[config.mk]
export PLATFORM = sky130hd
export DESIGN_NAME = two_beam_speed_trap_core
export DESIGN_NICKNAME = d
export VERILOG_FILES = /design/src/sv/tbst_pkg.sv /design/src/sv/two_beam_speed_trap_core.sv /design/src/sv/tbst_ctrl.sv /design/src/sv/tbst_dp.sv
export SDC_FILE = /design/constraint.sdc
export NUM_CORES = 1
export LEC_CHECK = 0
export ABC_AREA = 1
export BUFFER_PORTS_ARGS = -buffer_cell sky130_fd_sc_hd__buf_2
export CAP_MARGIN = 15
export CORE_UTILIZATION = 49
export CTS_CLUSTER_DIAMETER = 150
export DETAILED_ROUTE_END_ITERATION = 8
export PLACE_DENSITY_LB_ADDON = 0.1
export REMOVE_ABC_BUFFERS = 1
export SLEW_MARGIN = 20
export SYNTH_ARGS = -nofsm -noshare
export SYNTH_HDL_FRONTEND = slang
export SYNTH_SLANG_ARGS = --single-unit
[constraint.sdc]
create_clock -name clock -period 2.94 [get_ports clock]
set_clock_uncertainty 0.1 [all_clocks]
set_input_delay 0.147 -clock clock [delete_from_list [all_inputs] [get_ports clock]]
set_output_delay 0.147 -clock clock [all_outputs]
set_load 0.01 [all_outputs]
[src/sv/tbst_pkg.sv]
`timescale 1ns / 1ps
// ----------------------------------------------------------------------------
// tbst_pkg: shared types and constants of the two-beam speed trap
// Field widths, register indexes, phase and sequencer codes, and the
// command/status bundles between controller and datapath.
// ----------------------------------------------------------------------------
package tbst_pkg;

   // widths of the measurement datapath
   localparam int COUNT_BITS     = 16;
   localparam int SPEED_BITS     = 16;
   localparam int CSR_BITS       = 16;
   localparam int DIGIT_BITS     = 4;
   localparam int DIGIT_FIELDS   = 5;
   localparam int DECIMAL_DIGITS = 5;
   localparam int DIGIT_LIMIT    = (DECIMAL_DIGITS < DIGIT_FIELDS) ? DECIMAL_DIGITS
                                                                   : DIGIT_FIELDS;
   localparam int DCOUNT_BITS    = 3;
   localparam int STEP_BITS      = $clog2(SPEED_BITS);
   localparam int CSR_ADDR_BITS  = 2;
   localparam int REQ_DATA_BITS  = 8;
   localparam int RSP_DATA_BITS  = 40;

   // register reset values
   localparam logic [CSR_BITS-1:0] SPEED_CONSTANT_RST  = 16'd720;
   localparam logic [CSR_BITS-1:0] OVERSPEED_LIMIT_RST = 16'd72;
   localparam logic [CSR_BITS-1:0] HOLD_TICKS_RST      = 16'd10;

   // register indexes
   localparam logic [CSR_ADDR_BITS-1:0] CSR_SPEED_CONSTANT  = 2'd0;
   localparam logic [CSR_ADDR_BITS-1:0] CSR_OVERSPEED_LIMIT = 2'd1;
   localparam logic [CSR_ADDR_BITS-1:0] CSR_HOLD_TICKS      = 2'd2;

   // measurement phase
   typedef enum logic [2:0] {
      PH_IDLE    = 3'b001,
      PH_MEASURE = 3'b010,
      PH_HOLD    = 3'b100
   } phase_type;

   // sequencer state
   typedef enum logic [3:0] {
      S_IDLE = 4'b0001,
      S_DIV  = 4'b0010,
      S_BCD  = 4'b0100,
      S_OUT  = 4'b1000
   } seq_type;

   // controller to datapath
   typedef struct packed {
      logic count_start;
      logic count_inc;
      logic div_load;
      logic div_step;
      logic bcd_step;
      logic hold_load;
      logic hold_dec;
      logic out_load;
   } cmd_type;

   // datapath to controller
   typedef struct packed {
      logic hold_cfg_zero;
      logic hold_last;
      logic out_full;
   } sts_type;

endpackage

[src/sv/two_beam_speed_trap_core.sv]
`timescale 1ns / 1ps
// ----------------------------------------------------------------------------
// two_beam_speed_trap_core: vehicle speed trap with two light beams
// One request is one sensor tick; a result follows the tick that ends a run.
// ----------------------------------------------------------------------------
// Each request carries one tick of both beam levels. A tick with beam one
// blocked and beam two clear starts or extends a measurement; the first tick
// without that pattern ends it and yields one result with speed = constant /
// tick count, the overspeed flag and the decimal digits, after which ticks are
// ignored for hold_ticks requests. A tick that yields no result keeps req_tready
// high. A result-ending tick occupies the block through the bit-serial
// restoring divider, the shift-add-3 decimal converter and the load of the
// output register, which waits while that register still holds
// an untaken result; req_tready is low meanwhile. Register writes take effect
// on the next cycle.
module two_beam_speed_trap_core (
   input  logic                                 clock,
   input  logic                                 reset,
   // request: [0] beam_one, [1] beam_two, [7:2] zero
   input  logic                                 req_tvalid,
   output logic                                 req_tready,
   input  logic [tbst_pkg::REQ_DATA_BITS-1:0]   req_tdata,
   // response: [15:0] speed_value, [16] over_limit, [20:17] digit_4,
   // [24:21] digit_3, [28:25] digit_2, [32:29] digit_1, [36:33] digit_0,
   // [39:37] digit_count
   output logic                                 rsp_tvalid,
   input  logic                                 rsp_tready,
   output logic [tbst_pkg::RSP_DATA_BITS-1:0]   rsp_tdata,
   // register writes
   input  logic                                 csr_wr_en,
   input  logic [tbst_pkg::CSR_ADDR_BITS-1:0]   csr_addr,
   input  logic [tbst_pkg::CSR_BITS-1:0]        csr_wr_data
);
   import tbst_pkg::*;

   cmd_type cmd;
   sts_type sts;

   tbst_ctrl u_ctrl (
      .clock      (clock),
      .reset      (reset),
      .req_tvalid (req_tvalid),
      .req_tready (req_tready),
      .beam_one   (req_tdata[0]),
      .beam_two   (req_tdata[1]),
      .cmd        (cmd),
      .sts        (sts)
   );

   tbst_dp u_dp (
      .clock       (clock),
      .reset       (reset),
      .csr_wr_en   (csr_wr_en),
      .csr_addr    (csr_addr),
      .csr_wr_data (csr_wr_data),
      .cmd         (cmd),
      .sts         (sts),
      .rsp_tvalid  (rsp_tvalid),
      .rsp_tready  (rsp_tready),
      .rsp_tdata   (rsp_tdata)
   );

endmodule

[src/sv/tbst_ctrl.sv]
`timescale 1ns / 1ps
// ----------------------------------------------------------------------------
// tbst_ctrl: measurement phase tracking and result sequencer
// Takes one tick per request, tracks idle/measure/hold, and steps the
// datapath through division, decimal conversion and result hand-off.
// ----------------------------------------------------------------------------
module tbst_ctrl (
   input  logic             clock,
   input  logic             reset,
   input  logic             req_tvalid,
   output logic             req_tready,
   input  logic             beam_one,
   input  logic             beam_two,
   output tbst_pkg::cmd_type cmd,
   input  tbst_pkg::sts_type sts
);
   import tbst_pkg::*;

   seq_type               state_ff, state_in;
   phase_type             phase_ff, phase_in;
   logic [STEP_BITS-1:0]  step_ff, step_in;
   logic                  pattern;
   logic                  step_last;

   assign pattern    = beam_one & ~beam_two;
   assign step_last  = (step_ff == STEP_BITS'(SPEED_BITS - 1));
   assign req_tready = (state_ff == S_IDLE);

   // next state and commands
   always_comb begin
      state_in = state_ff;
      phase_in = phase_ff;
      step_in  = step_ff;
      cmd      = '0;
      case (state_ff)
         S_IDLE: begin
            if (req_tvalid) begin
               case (phase_ff)
                  PH_MEASURE: begin
                     if (pattern) begin
                        cmd.count_inc = 1'b1;
                     end else begin
                        // end of measurement: start the result sequence
                        cmd.div_load  = 1'b1;
                        cmd.hold_load = 1'b1;
                        phase_in      = sts.hold_cfg_zero ? PH_IDLE : PH_HOLD;
                        state_in      = S_DIV;
                        step_in       = '0;
                     end
                  end
                  PH_HOLD: begin
                     cmd.hold_dec = 1'b1;
                     if (sts.hold_last) begin
                        phase_in = PH_IDLE;
                     end
                  end
                  default: begin
                     phase_in = PH_IDLE;
                     if (pattern) begin
                        cmd.count_start = 1'b1;
                        phase_in        = PH_MEASURE;
                     end
                  end
               endcase
            end
         end
         S_DIV: begin
            cmd.div_step = 1'b1;
            step_in      = step_ff + 1'b1;
            if (step_last) begin
               state_in = S_BCD;
               step_in  = '0;
            end
         end
         S_BCD: begin
            cmd.bcd_step = 1'b1;
            step_in      = step_ff + 1'b1;
            if (step_last) begin
               state_in = S_OUT;
               step_in  = '0;
            end
         end
         S_OUT: begin
            if (!sts.out_full) begin
               cmd.out_load = 1'b1;
               state_in     = S_IDLE;
            end
         end
         default: begin
            state_in = S_IDLE;
         end
      endcase
   end

   // state registers
   always_ff @(posedge clock) begin
      if (reset) begin
         state_ff <= S_IDLE;
         phase_ff <= PH_IDLE;
         step_ff  <= '0;
      end else begin
         state_ff <= state_in;
         phase_ff <= phase_in;
         step_ff  <= step_in;
      end
   end

endmodule

[src/sv/tbst_dp.sv]
`timescale 1ns / 1ps
// ----------------------------------------------------------------------------
// tbst_dp: speed trap datapath
// Control registers, tick counter, hold countdown, restoring divider,
// shift-add-3 decimal converter and the result output register.
// ----------------------------------------------------------------------------
module tbst_dp (
   input  logic                                  clock,
   input  logic                                  reset,
   input  logic                                  csr_wr_en,
   input  logic [tbst_pkg::CSR_ADDR_BITS-1:0]    csr_addr,
   input  logic [tbst_pkg::CSR_BITS-1:0]         csr_wr_data,
   input  tbst_pkg::cmd_type                     cmd,
   output tbst_pkg::sts_type                     sts,
   output logic                                  rsp_tvalid,
   input  logic                                  rsp_tready,
   output logic [tbst_pkg::RSP_DATA_BITS-1:0]    rsp_tdata
);
   import tbst_pkg::*;

   localparam logic [COUNT_BITS-1:0] COUNT_MAX = '1;

   // control registers
   logic [CSR_BITS-1:0] speed_const_ff, over_limit_cfg_ff, hold_cfg_ff;

   // measurement state
   logic [COUNT_BITS-1:0] elapsed_ff;
   logic [CSR_BITS-1:0]   hold_ff;

   // divider
   logic [COUNT_BITS-1:0] divisor_ff;
   logic [COUNT_BITS-1:0] rem_ff, rem_in;
   logic [SPEED_BITS-1:0] quo_ff, quo_in;
   logic [COUNT_BITS:0]   shifted;
   logic [COUNT_BITS+1:0] trial;

   // decimal converter
   logic [SPEED_BITS-1:0]                     bin_ff;
   logic [DIGIT_FIELDS-1:0][DIGIT_BITS-1:0]   bcd_ff, bcd_adj, bcd_in;

   // result register
   logic                                      out_valid_ff;
   logic [SPEED_BITS-1:0]                     out_speed_ff;
   logic                                      out_over_ff;
   logic [DIGIT_FIELDS-1:0][DIGIT_BITS-1:0]   out_digit_ff, digit_masked;
   logic [DCOUNT_BITS-1:0]                    out_dcount_ff, dcount;

   // register writes
   always_ff @(posedge clock) begin
      if (reset) begin
         speed_const_ff    <= SPEED_CONSTANT_RST;
         over_limit_cfg_ff <= OVERSPEED_LIMIT_RST;
         hold_cfg_ff       <= HOLD_TICKS_RST;
      end else if (csr_wr_en) begin
         case (csr_addr)
            CSR_SPEED_CONSTANT:  speed_const_ff    <= csr_wr_data;
            CSR_OVERSPEED_LIMIT: over_limit_cfg_ff <= csr_wr_data;
            CSR_HOLD_TICKS:      hold_cfg_ff       <= csr_wr_data;
            default: ;
         endcase
      end
   end

   // tick count and hold countdown
   always_ff @(posedge clock) begin
      if (reset) begin
         elapsed_ff <= '0;
         hold_ff    <= '0;
      end else begin
         if (cmd.count_start) begin
            elapsed_ff <= COUNT_BITS'(1);
         end else if (cmd.count_inc && elapsed_ff != COUNT_MAX) begin
            elapsed_ff <= elapsed_ff + 1'b1;
         end else if (cmd.div_load) begin
            elapsed_ff <= '0;
         end
         if (cmd.hold_load) begin
            hold_ff <= hold_cfg_ff;
         end else if (cmd.hold_dec && hold_ff != '0) begin
            hold_ff <= hold_ff - 1'b1;
         end
      end
   end

   assign sts.hold_cfg_zero = (hold_cfg_ff == '0);
   assign sts.hold_last     = (hold_ff[CSR_BITS-1:1] == '0);
   assign sts.out_full      = out_valid_ff & ~rsp_tready;

   // restoring divide step: one quotient bit per cycle
   always_comb begin
      shifted = {rem_ff, quo_ff[SPEED_BITS-1]};
      trial   = {1'b0, shifted} - {2'b00, divisor_ff};
      if (trial[COUNT_BITS+1]) begin
         rem_in = shifted[COUNT_BITS-1:0];
         quo_in = {quo_ff[SPEED_BITS-2:0], 1'b0};
      end else begin
         rem_in = trial[COUNT_BITS-1:0];
         quo_in = {quo_ff[SPEED_BITS-2:0], 1'b1};
      end
   end

   // shift-add-3 step: adjust each digit, then shift the whole word left
   always_comb begin
      for (int i = 0; i < DIGIT_FIELDS; i++) begin
         bcd_adj[i] = (bcd_ff[i] >= DIGIT_BITS'(5)) ? bcd_ff[i] + DIGIT_BITS'(3) : bcd_ff[i];
      end
      bcd_in[0] = {bcd_adj[0][DIGIT_BITS-2:0], bin_ff[SPEED_BITS-1]};
      for (int i = 1; i < DIGIT_FIELDS; i++) begin
         bcd_in[i] = {bcd_adj[i][DIGIT_BITS-2:0], bcd_adj[i-1][DIGIT_BITS-1]};
      end
   end

   // divider and converter registers
   always_ff @(posedge clock) begin
      if (cmd.div_load) begin
         quo_ff     <= speed_const_ff;
         rem_ff     <= '0;
         divisor_ff <= (elapsed_ff == '0) ? COUNT_BITS'(1) : elapsed_ff;
      end else if (cmd.div_step) begin
         quo_ff <= quo_in;
         rem_ff <= rem_in;
         bin_ff <= quo_in;
         bcd_ff <= '0;
      end else if (cmd.bcd_step) begin
         bin_ff <= {bin_ff[SPEED_BITS-2:0], 1'b0};
         bcd_ff <= bcd_in;
      end
   end

   // digit masking and significant digit count
   always_comb begin
      dcount = DCOUNT_BITS'(1);
      for (int i = 0; i < DIGIT_FIELDS; i++) begin
         digit_masked[i] = (i < DIGIT_LIMIT) ? bcd_ff[i] : '0;
         if (bcd_ff[i] != '0) begin
            dcount = DCOUNT_BITS'(i + 1);
         end
      end
      if (dcount > DCOUNT_BITS'(DIGIT_LIMIT)) begin
         dcount = DCOUNT_BITS'(DIGIT_LIMIT);
      end
   end

   // result output register
   always_ff @(posedge clock) begin
      if (reset) begin
         out_valid_ff <= 1'b0;
      end else if (cmd.out_load) begin
         out_valid_ff <= 1'b1;
      end else if (rsp_tready) begin
         out_valid_ff <= 1'b0;
      end
   end

   always_ff @(posedge clock) begin
      if (cmd.out_load) begin
         out_speed_ff  <= quo_ff;
         out_over_ff   <= (quo_ff > over_limit_cfg_ff);
         out_digit_ff  <= digit_masked;
         out_dcount_ff <= dcount;
      end
   end

   assign rsp_tvalid = out_valid_ff;
   assign rsp_tdata  = {out_dcount_ff,
                        out_digit_ff[0], out_digit_ff[1], out_digit_ff[2],
                        out_digit_ff[3], out_digit_ff[4],
                        out_over_ff, out_speed_ff};

endmodule
# Yosys cells after proc, flatten, opt, wreduce, memory -nomap -nowiden
# Cells that the tools add are included.
# word_totals
register_bits	216
inputBits	31
word_cells	148
# op_classes
n_addsub	9
order_cmp	7
eq_ne	18
mux	54
n_bitwise	5
reduce_logical	28
# op_table
op	count
two-way mux 16 bit	9
two-way mux 4 bit	14
zero test 16 bit	2
two-way mux 3 bit	8
>= comparator 4 x 3 -> 1 bit, second input constant	5
two-way mux 20 bit	1
subtractor 17 x 16 -> 18 bit	1
adder 16 x 1 -> 16 bit, second input constant	1
adder 4 x 2 -> 4 bit, second input constant	4
greater-than comparator 16 bit	1
!= test 16 bit, second input constant	1
case mux 4 bit (4 select lines)	1
nonzero test 16 bit	1
nonzero test 4 bit	4
subtractor 16 x 1 -> 16 bit, second input constant	1
zero test 15 bit	1
two-way mux 1 bit	13
two-way mux 2 bit	6
nonzero test 2 bit	6
!= test 2 bit, second input constant	5
== test 4 bit, second input constant	2
case mux 4 bit (2 select lines)	1
AND reduction 2 bit	4
AND reduction 4 bit	2
19 further kinds	27

# Longest topological paths before layout
# Gate-level depths: netlist (run 1).
# depth
ltp_word	9
ltp_mapped	14
ltp_nobuf	14

# Cells and area by module
# A second synthesis (run 1) with hierarchy kept.
# unflattened
cells_unflattened	1356
hier_area_um2	11058.1
# modules_own_cells
mod	instances	cells_each	area_per_inst_um2
tbst_dp	1	1253	10361.2
tbst_ctrl	1	103	696.9

# Worst setup path before layout (run 1)
# Ideal clock, no wire load.
# synth_timing
path_kind	reg2reg
startpoint	register u_ctrl.state_ff[0]
endpoint	register u_dp.out_dcount_ff[0] (enable)
setup_time_ps	438
arrival_ps	2287
slack_ps	115
path_stages_with_launch	4
path_buffers	0
cell_sequence	dfxtp_1 > nor2_1 > nand3_1 > nor2_1
# synth_rtl
element	line_no	text
start: declaration	tbst_ctrl.sv:19	seq_type state_ff, state_in;
start signal: assignment	tbst_ctrl.sv:102	state_ff <= state_in;
end signal: assignment	tbst_dp.sv:160	out_dcount_ff <= dcount;
end: declaration	tbst_dp.sv:46	logic [DCOUNT_BITS-1:0] out_dcount_ff, dcount;

# Final worst setup path (run 1)
# layout_timing
startpoint	register u_dp.divisor_ff[7]
endpoint	register u_dp.bin_ff[0], data pin
# layout_between
elab_chain_cells	3
# layout_rtl
element	line_no	text
start: declaration	tbst_dp.sv:31	logic [COUNT_BITS-1:0] divisor_ff;
start signal: assignment	tbst_dp.sv:118	divisor_ff <= (elapsed_ff == '0) ? COUNT_BITS'(1) : elapsed_ff;
subtractor 17 x 16 -> 18 bit	tbst_dp.sv:92	trial = {1'b0, shifted} - {2'b00, divisor_ff};
two-way mux 1 bit	tbst_dp.sv:93	if (trial[COUNT_BITS+1]) begin
two-way mux 16 bit	tbst_dp.sv:119	end else if (cmd.div_step) begin
end signal: assignment	tbst_dp.sv:122	bin_ff <= quo_in;
end signal: assignment	tbst_dp.sv:125	bin_ff <= {bin_ff[SPEED_BITS-2:0], 1'b0};
end: declaration	tbst_dp.sv:38	logic [SPEED_BITS-1:0] bin_ff;
# No other way between the ends.
# A chain may end at the register's enable or synchronous reset.

==> flow_summary.yaml, run 1 <==
die:
  die_y_um: 151.9
  ioPinCount: 73
  die_width_um: 151.9
  placeable_area_sq_um: 21890
  initial_utilization_pct: 50.27
  core.rowCount: 54
  fp.dieArea_sq_um: 23060
placed_design:
  port_buffers: 66
  hpwlAfterDp_mm: 16.56
  dpl_cell_area_sq_um: 11520
  globalplace.congestion: 0.8780
synth:
  synthDominantCellAreaShare_pct: 29.47
  ys_types: 48
  synth_simple_gate_area_share_pct: 25.84
  count_of_flip_flops_with_a_built_in_enable_after_synthesis: 108
  post_synth_inst_count: 1355
  leading_post_synthesis_cells_by_instance_count: "sky130_fd_sc_hd__nand2_1 (353), sky130_fd_sc_hd__inv_1 (161), sky130_fd_sc_hd__nor2_1 (127), sky130_fd_sc_hd__nand3_1 (109)"
  synth.area.top_cells: "sky130_fd_sc_hd__edfxtp_1 (29%), sky130_fd_sc_hd__dfxtp_1 (20%), sky130_fd_sc_hd__nand2_1 (12%)"
  syn-mean-instance-area_sq_um: 8.122
  cell_with_the_most_instances_after_synthesis: "sky130_fd_sc_hd__nand2_1"
  synth.largest_area_cell: "sky130_fd_sc_hd__edfxtp_1"
  proportion_of_synthesized_area_in_mux_cells_pct: 0
  synthArstFlopShare_pct: 0
  synth_xor_xnor_area_share_pct: 2.387
  synth-seq-cells: 216
  synthesis.area_sq_um: 11010
  synthesis.yosys.warnings: 0
  synth_ff_type: "sky130_fd_sc_hd__edfxtp_1"
  synth_top_family_by_area: "simple AND/OR/NAND/NOR gates"
  synth.yosys.seq_area_share_pct: 49.11
  synth_compound_area_share_pct: 8.652
  synthAdderAreaFrac_pct: 5.639
cts:
  postCtsResizedCells: 0
  clkSinkCount: 216
  cts_made_buffers: 24
  htree_num_levels: 1
  post_cts_hold_buffer_count: 27
  path_clk_slew_ns: 0.06
  ctsLongestPathBuffers: 3
  tritoncts: "built"
  clock_latency_ns: 0.51
  cts.repair_timing.setup_buffer_count: 0
  cts-root-buf: "sky130_fd_sc_hd__clkbuf_16"
critical_path:
  path_max_fanout: 17
  critical_path_arrival_ns: 2.42
  worst_setup_path_end_kind: "flip-flop"
  timing.rr.end: "u_dp.bin_ff[0]"
  setup_slack_of_the_worst_register_to_register_path_ns: 0.68
  criticalPathCategory: "flip-flop to flip-flop"
  critical_path.reg2reg.startpoint: "u_dp.divisor_ff[7]"
  critical_path_required_ns: 3.10
  worst_setup_path_start_kind: "flip-flop"
  worst-r2r-cell-count: 12
hold_path:
  hold_class: "primary input to flip-flop"
  hold_depth: 5
  holdCritStartpoint: "csr_wr_en"
  min_to: "u_dp.over_limit_cfg_ff[6]"
layout:
  post_route_cells_drive_above_1_share_pct: 10.15
  areaGrowthSynthToFinish_pct: 14.01
  antenna_cells: 0
  final_design_area_no_fill_sq_um: 12550
  design.final.nets: 1510
  fill_cells: 2024
power_and_ir_drop:
  netSwitchingPower_mw: 1.656
  power_switching_share_pct: 24.27
  seqPwrFrac_pct: 48.2
  power_leakage_nw: 5.545
  max_ir_drop_vdd_mv: 0.3876
  power_report.internal_total_mw: 5.166
  power_density_nw_per_um2: 543.7
  power_frac_comb_pct: 10.3
  power.clock.fraction_pct: 41.6
detailed_routing:
  drt-wirelength-per-cell_um: 13.66
  drt_first_iter_violations: 470
  drc: 0
  totalWireLength_mm: 23.61
  num_vias: 8780
  first_drt_pass_iteration_count: 4
  viasPerCell: 5.081
  antenna_violating_nets_post_route: 0
grt:
  grt_usage_pct: 20.76
  grt_pass1_vias: 8216
  grt_max_degree: 56
  grt_pass1_wl_mm: 40.26
  globalRouteOverflowTotal: 0
  antenna_found_initial: 0
run_status:
  outcome: "finished clean"
sta:
  timing_worst_slew_pin_value_ns: 0.7224
  finalHoldWorstSlack_ns: 0.03003
  rsz0062_at_grt: "false"
  slew_viol_final: 0
  fin_crit_sh_pct: 76.86
  fmax_mhz: 442.6
  endpoints_failing_setup: 0
  slew-limit-headroom_pct: 51.79
  final_period_minus_worst_setup_slack_ns: 2.260
  setup_total_negative_slack_ns: 0
  final-hold-violation-count: 0
run:
  max_cap_violations: 0
==> flip-flops by register name (all words and copies together) (netlist names), 3 cells and up <==
name                    count
u_dp.elapsed_ff            16
u_ctrl.phase_ff             3
u_dp.hold_ff               16
u_dp.hold_cfg_ff           16
u_dp.speed_const_ff        16
u_dp.rem_ff                16
u_ctrl.state_ff             4
u_dp.quo_ff                16
u_dp.divisor_ff            16
u_dp.over_limit_cfg_ff     16
u_dp.out_dcount_ff          3
u_dp.bin_ff                16
u_dp.rsp_tdata             20
u_dp.bcd_ff                20
u_ctrl.step_ff              4
u_dp.out_speed_ff          16
==> power by group through the flow <==
stage               clock, mW  combinational [mW]  sequential, mW
floorplan                   0               0.523            3.33
global placement            0               0.665            3.35
detailed placement          0               0.675            3.35
CTS                      2.90               0.703            3.29
global route             3.02               0.813            3.29
finish                   2.84               0.700            3.29
==> per-stage QoR <==
stage / worst slack [ns] / utilization [%] / power (mW) / cells
after floorplan: 0.07252 / - / 3.852 / 1300
after global routing: 0.4387 / 57.32 / 7.130 / 1728
after CTS: 0.6692 / 57.32 / 6.887 / 1728
after global placement: 0.7110 / 52.62 / 4.011 / 1657
final: 0.6805 / 57.32 / 6.822 / 1728
after detailed placement: 0.6798 / 52.62 / 4.023 / 1657
==> worst max path at each step <==
stage | start | to | slack (ns) | depth (start not counted)
2_1_floorplan | u_ctrl.state_ff[2] | u_dp.quo_ff[1] | 0.07 | 6
3_3_place_gp | u_dp.divisor_ff[7] | u_dp.bin_ff[0] | 0.71 | 12
3_5_place_dp | u_dp.divisor_ff[7] | u_dp.bin_ff[0] | 0.68 | 12
4_1_cts | u_dp.divisor_ff[7] | u_dp.bin_ff[0] | 0.67 | 12
5_1_grt | u_dp.divisor_ff[7] | u_dp.rem_ff[10] | 0.44 | 14
6_report | u_dp.divisor_ff[7] | u_dp.bin_ff[0] | 0.68 | 12
==> cell families (layout without fill, tap and decap cells) <==
logic type,after synthesis,count (layout)
and+or+nand+nor,654,654
buffers and inverters,227,320
DFF,216,216
AOI/OAI and AO/OA,179,179
adders and majority gates,49,49
xor gates and xnor gates,30,30
==> cell type report <==
cell class	count	area [sq um]	share of cell area, %
clock inverters	8	51.30	0.4089
repair buffers	104	695.7	5.544
well taps	280	350.3	2.792
clock buffers	36	705.7	5.624
multi-input cells	912	4690	37.38
inverters	172	649.4	5.176
flip-flops and latches	216	5405	43.08
==> placed cells by master, fill, tap and decap left out, drive strengths merged, types with 4 or more instances in the layout <==
master | netlist | final
a21oi | 90 | 90
a31oi | 7 | 7
buf | 24 | 77
clkbuf | 30 | 36
clkinv | 2 | 10
dfxtp | 108 | 108
dlygate4sd3 | 0 | 27
edfxtp | 108 | 108
ha | 48 | 48
inv | 170 | 170
nand2 | 359 | 359
nand3 | 114 | 114
nand3b | 13 | 13
nand4 | 17 | 17
nor2 | 129 | 129
nor3 | 13 | 13
o211ai | 4 | 4
o21ai | 68 | 68
xnor2 | 10 | 10
xor2 | 20 | 20
==> critical path, cell delays in order (launching register included) <==
cell and delay (ns):
sky130_fd_sc_hd__edfxtp_1 0.32, sky130_fd_sc_hd__inv_1 0.04, sky130_fd_sc_hd__ha_1 0.33, sky130_fd_sc_hd__nand2_1 0.17, sky130_fd_sc_hd__inv_1 0.05, sky130_fd_sc_hd__nand2_1 0.07
sky130_fd_sc_hd__nand2_1 0.06, sky130_fd_sc_hd__inv_1 0.08, sky130_fd_sc_hd__nand3_2 0.09, sky130_fd_sc_hd__nand2_2 0.25, sky130_fd_sc_hd__nand2_4 0.21, sky130_fd_sc_hd__nand2_2 0.19
sky130_fd_sc_hd__inv_1 0.05
==> routing by layer <==
metal	routed length, um	global-route usage, %	part of all wire, %	vias up
met3	1061	2.539	4.5	23
met1	11710	30.14	50	4024
li1	-	-	-	4574
met2	10530	33.16	45	159
met4	315	4.571	1.3	0
met5	0	0	0	-
(Power assumes the default switching activity.)
==> run 2, diff against run 1 <==
==> constraint.sdc (replaced) <==
create_clock -name clock -period 2.36 [get_ports clock]
set_clock_uncertainty 0.1 [all_clocks]
set_input_delay 0.118 -clock clock [delete_from_list [all_inputs] [get_ports clock]]
set_output_delay 0.118 -clock clock [all_outputs]
set_load 0.01 [all_outputs]
==> flow_summary.yaml, run 2 (synthesis results as in run 1) <==
detailed_routing:
  viasPerCell: 5.067
  totalWireLength_mm: 23.74
  antenna_violating_nets_post_route: 0
  drt-wirelength-per-cell_um: 13.69
  drt_first_iter_violations: 478
  num_vias: 8787
  drc: 0
  first_drt_pass_iteration_count: 4
layout:
  fill_cells: 2020
  areaGrowthSynthToFinish_pct: 14.94
  layoutNonFillerInstCount: 1734
  post_route_cells_drive_above_1_share_pct: 10.59
  final_design_area_no_fill_sq_um: 12650
  mostFrequentLayoutCell: "sky130_fd_sc_hd__nand2_1"
  post-route-util_pct: 57.78
  final_cell_mix: "sky130_fd_sc_hd__nand2_1 (352), sky130_fd_sc_hd__inv_1 (161), sky130_fd_sc_hd__nor2_1 (126)"
  antenna_cells: 0
  design.final.nets: 1516
die:
  initial_utilization_pct: 50.27
  placeable_area_sq_um: 21890
  core.rowCount: 54
  die_y_um: 151.9
  ioPinCount: 73
  die_width_um: 151.9
  fp.dieArea_sq_um: 23060
hold_path:
  holdCritStartpoint: "req_tdata[0]"
  hold_class: "primary input to flip-flop"
sta:
  endpoints_failing_setup: 0
  final-hold-violation-count: 0
  finalHoldWorstSlack_ns: 0.03219
  fin_crit_sh_pct: 89.04
  rsz0062_at_grt: "false"
  final.setup.worst_slack_ns: 0.2586
  final_period_minus_worst_setup_slack_ns: 2.101
  fmax_mhz: 475.9
  slew-limit-headroom_pct: 50.10
  timing_worst_slew_pin_value_ns: 0.7477
  slew_viol_final: 0
  setup_total_negative_slack_ns: 0
run:
  max_cap_violations: 0
power_and_ir_drop:
  max_ir_drop_vdd_mv: 0.4575
  p_total_mw: 8.654
  power_leakage_nw: 5.591
  power_density_nw_per_um2: 684.1
cts:
  cts_made_buffers: 24
  ctsLongestPathBuffers: 3
  clkSinkCount: 216
  post_cts_hold_buffer_count: 28
  clock_latency_ns: 0.52
  htree_num_levels: 1
  postCtsResizedCells: 0
  cts-root-buf: "sky130_fd_sc_hd__clkbuf_16"
  tritoncts: "built"
  cts.repair_timing.setup_buffer_count: 0
  path_clk_slew_ns: 0.06
critical_path:
  cp_common_cell: "sky130_fd_sc_hd__nand3_1"
  crit_buf_inv: 2
  critical_path_required_ns: 2.68
  critical_path_arrival_ns: 2.42
  worst_setup_path_start_kind: "flip-flop"
  critPathLaunch: "u_dp.quo_ff[15]"
  criticalPathCategory: "flip-flop to flip-flop"
  worst_path_largest_cell_delay_ns: 0.45
  path_delay_family: "simple AND/OR/NAND/NOR gates"
  cp_slowest_cell: "sky130_fd_sc_hd__fa_1"
  critical_path.reg2reg.startpoint: "u_dp.quo_ff[15]"
  critical_path.cell_chain: "inv_1, ha_1, inv_1, fa_1, nand3_1, nand3_1, nand3_1, nand3_1, nand2_1, nand3_1, nand2_1, nand2_1"
  path_max_fanout: 4
  worst_setup_path_end_kind: "flip-flop"
placed_design:
  port_buffers: 66
  place_ws_ns: 0.2357
  globalplace.congestion: 0.8814
  dpl_cell_area_sq_um: 11580
  dp_cells: 1662
  hpwlAfterDp_mm: 16.52
grt:
  grt_usage_pct: 20.92
  grt_max_degree: 56
  antenna_found_initial: 0
  globalRouteOverflowTotal: 0
  grt_pass1_vias: 8417
  grt_pass1_wl_mm: 40.61
run_status:
  outcome: "finished clean"
==> run 2: path summary, 6_finish.rpt <==
path	endpoint	slack, ns	depth (start not counted)
worst max-delay path	u_dp.rem_ff[12]	0.26	12
worst min-delay path	u_ctrl.phase_ff[0]	0.03	6
worst max register to register	u_dp.rem_ff[12]	0.26	12
worst min register to register	u_dp.rsp_tdata[18]	0.36	0
==> run 2: final cells by class <==
| cell class | instances | area, sq um | share of cell area (%) |
|---|---|---|---|
| clock inverters | 7 | 76.32 | 0.6034 |
| repair buffers | 110 | 768.2 | 6.073 |
| flip-flops and latches | 216 | 5405 | 42.73 |
| clock buffers | 37 | 710.7 | 5.618 |
| multi-input cells | 912 | 4690 | 37.07 |
| inverters | 172 | 649.4 | 5.134 |
| well taps | 280 | 350.3 | 2.770 |
==> run 2: per-layer routing <==
layer  global-route usage, %  vias up  wire length, um
li1                        -     4587                -
met1                   29.47     4011            11660
met4                   5.667        0              340
met2                   33.53      162            10720
met5                       0        -                0
met3                   3.166       27             1016
==> run 2: worst register-to-register path: stages, from the launching register on <==
cell and delay [ns]:
sky130_fd_sc_hd__edfxtp_1 0.43, sky130_fd_sc_hd__inv_1 0.10, sky130_fd_sc_hd__ha_1 0.14, sky130_fd_sc_hd__inv_1 0.07
sky130_fd_sc_hd__fa_1 0.45, sky130_fd_sc_hd__nand3_1 0.12, sky130_fd_sc_hd__nand3_1 0.14, sky130_fd_sc_hd__nand3_1 0.14
sky130_fd_sc_hd__nand3_1 0.07, sky130_fd_sc_hd__nand2_1 0.06, sky130_fd_sc_hd__nand3_1 0.08, sky130_fd_sc_hd__nand2_1 0.07
sky130_fd_sc_hd__nand2_1 0.04
==> run 2: report_power, final <==
group	switching [mW]	internal [mW]	leakage (nW)
sequential	0.0786	4.02	1.89
combinational	0.530	0.363	3.32
clock	1.48	2.19	0.385
total	2.09	6.56	5.59
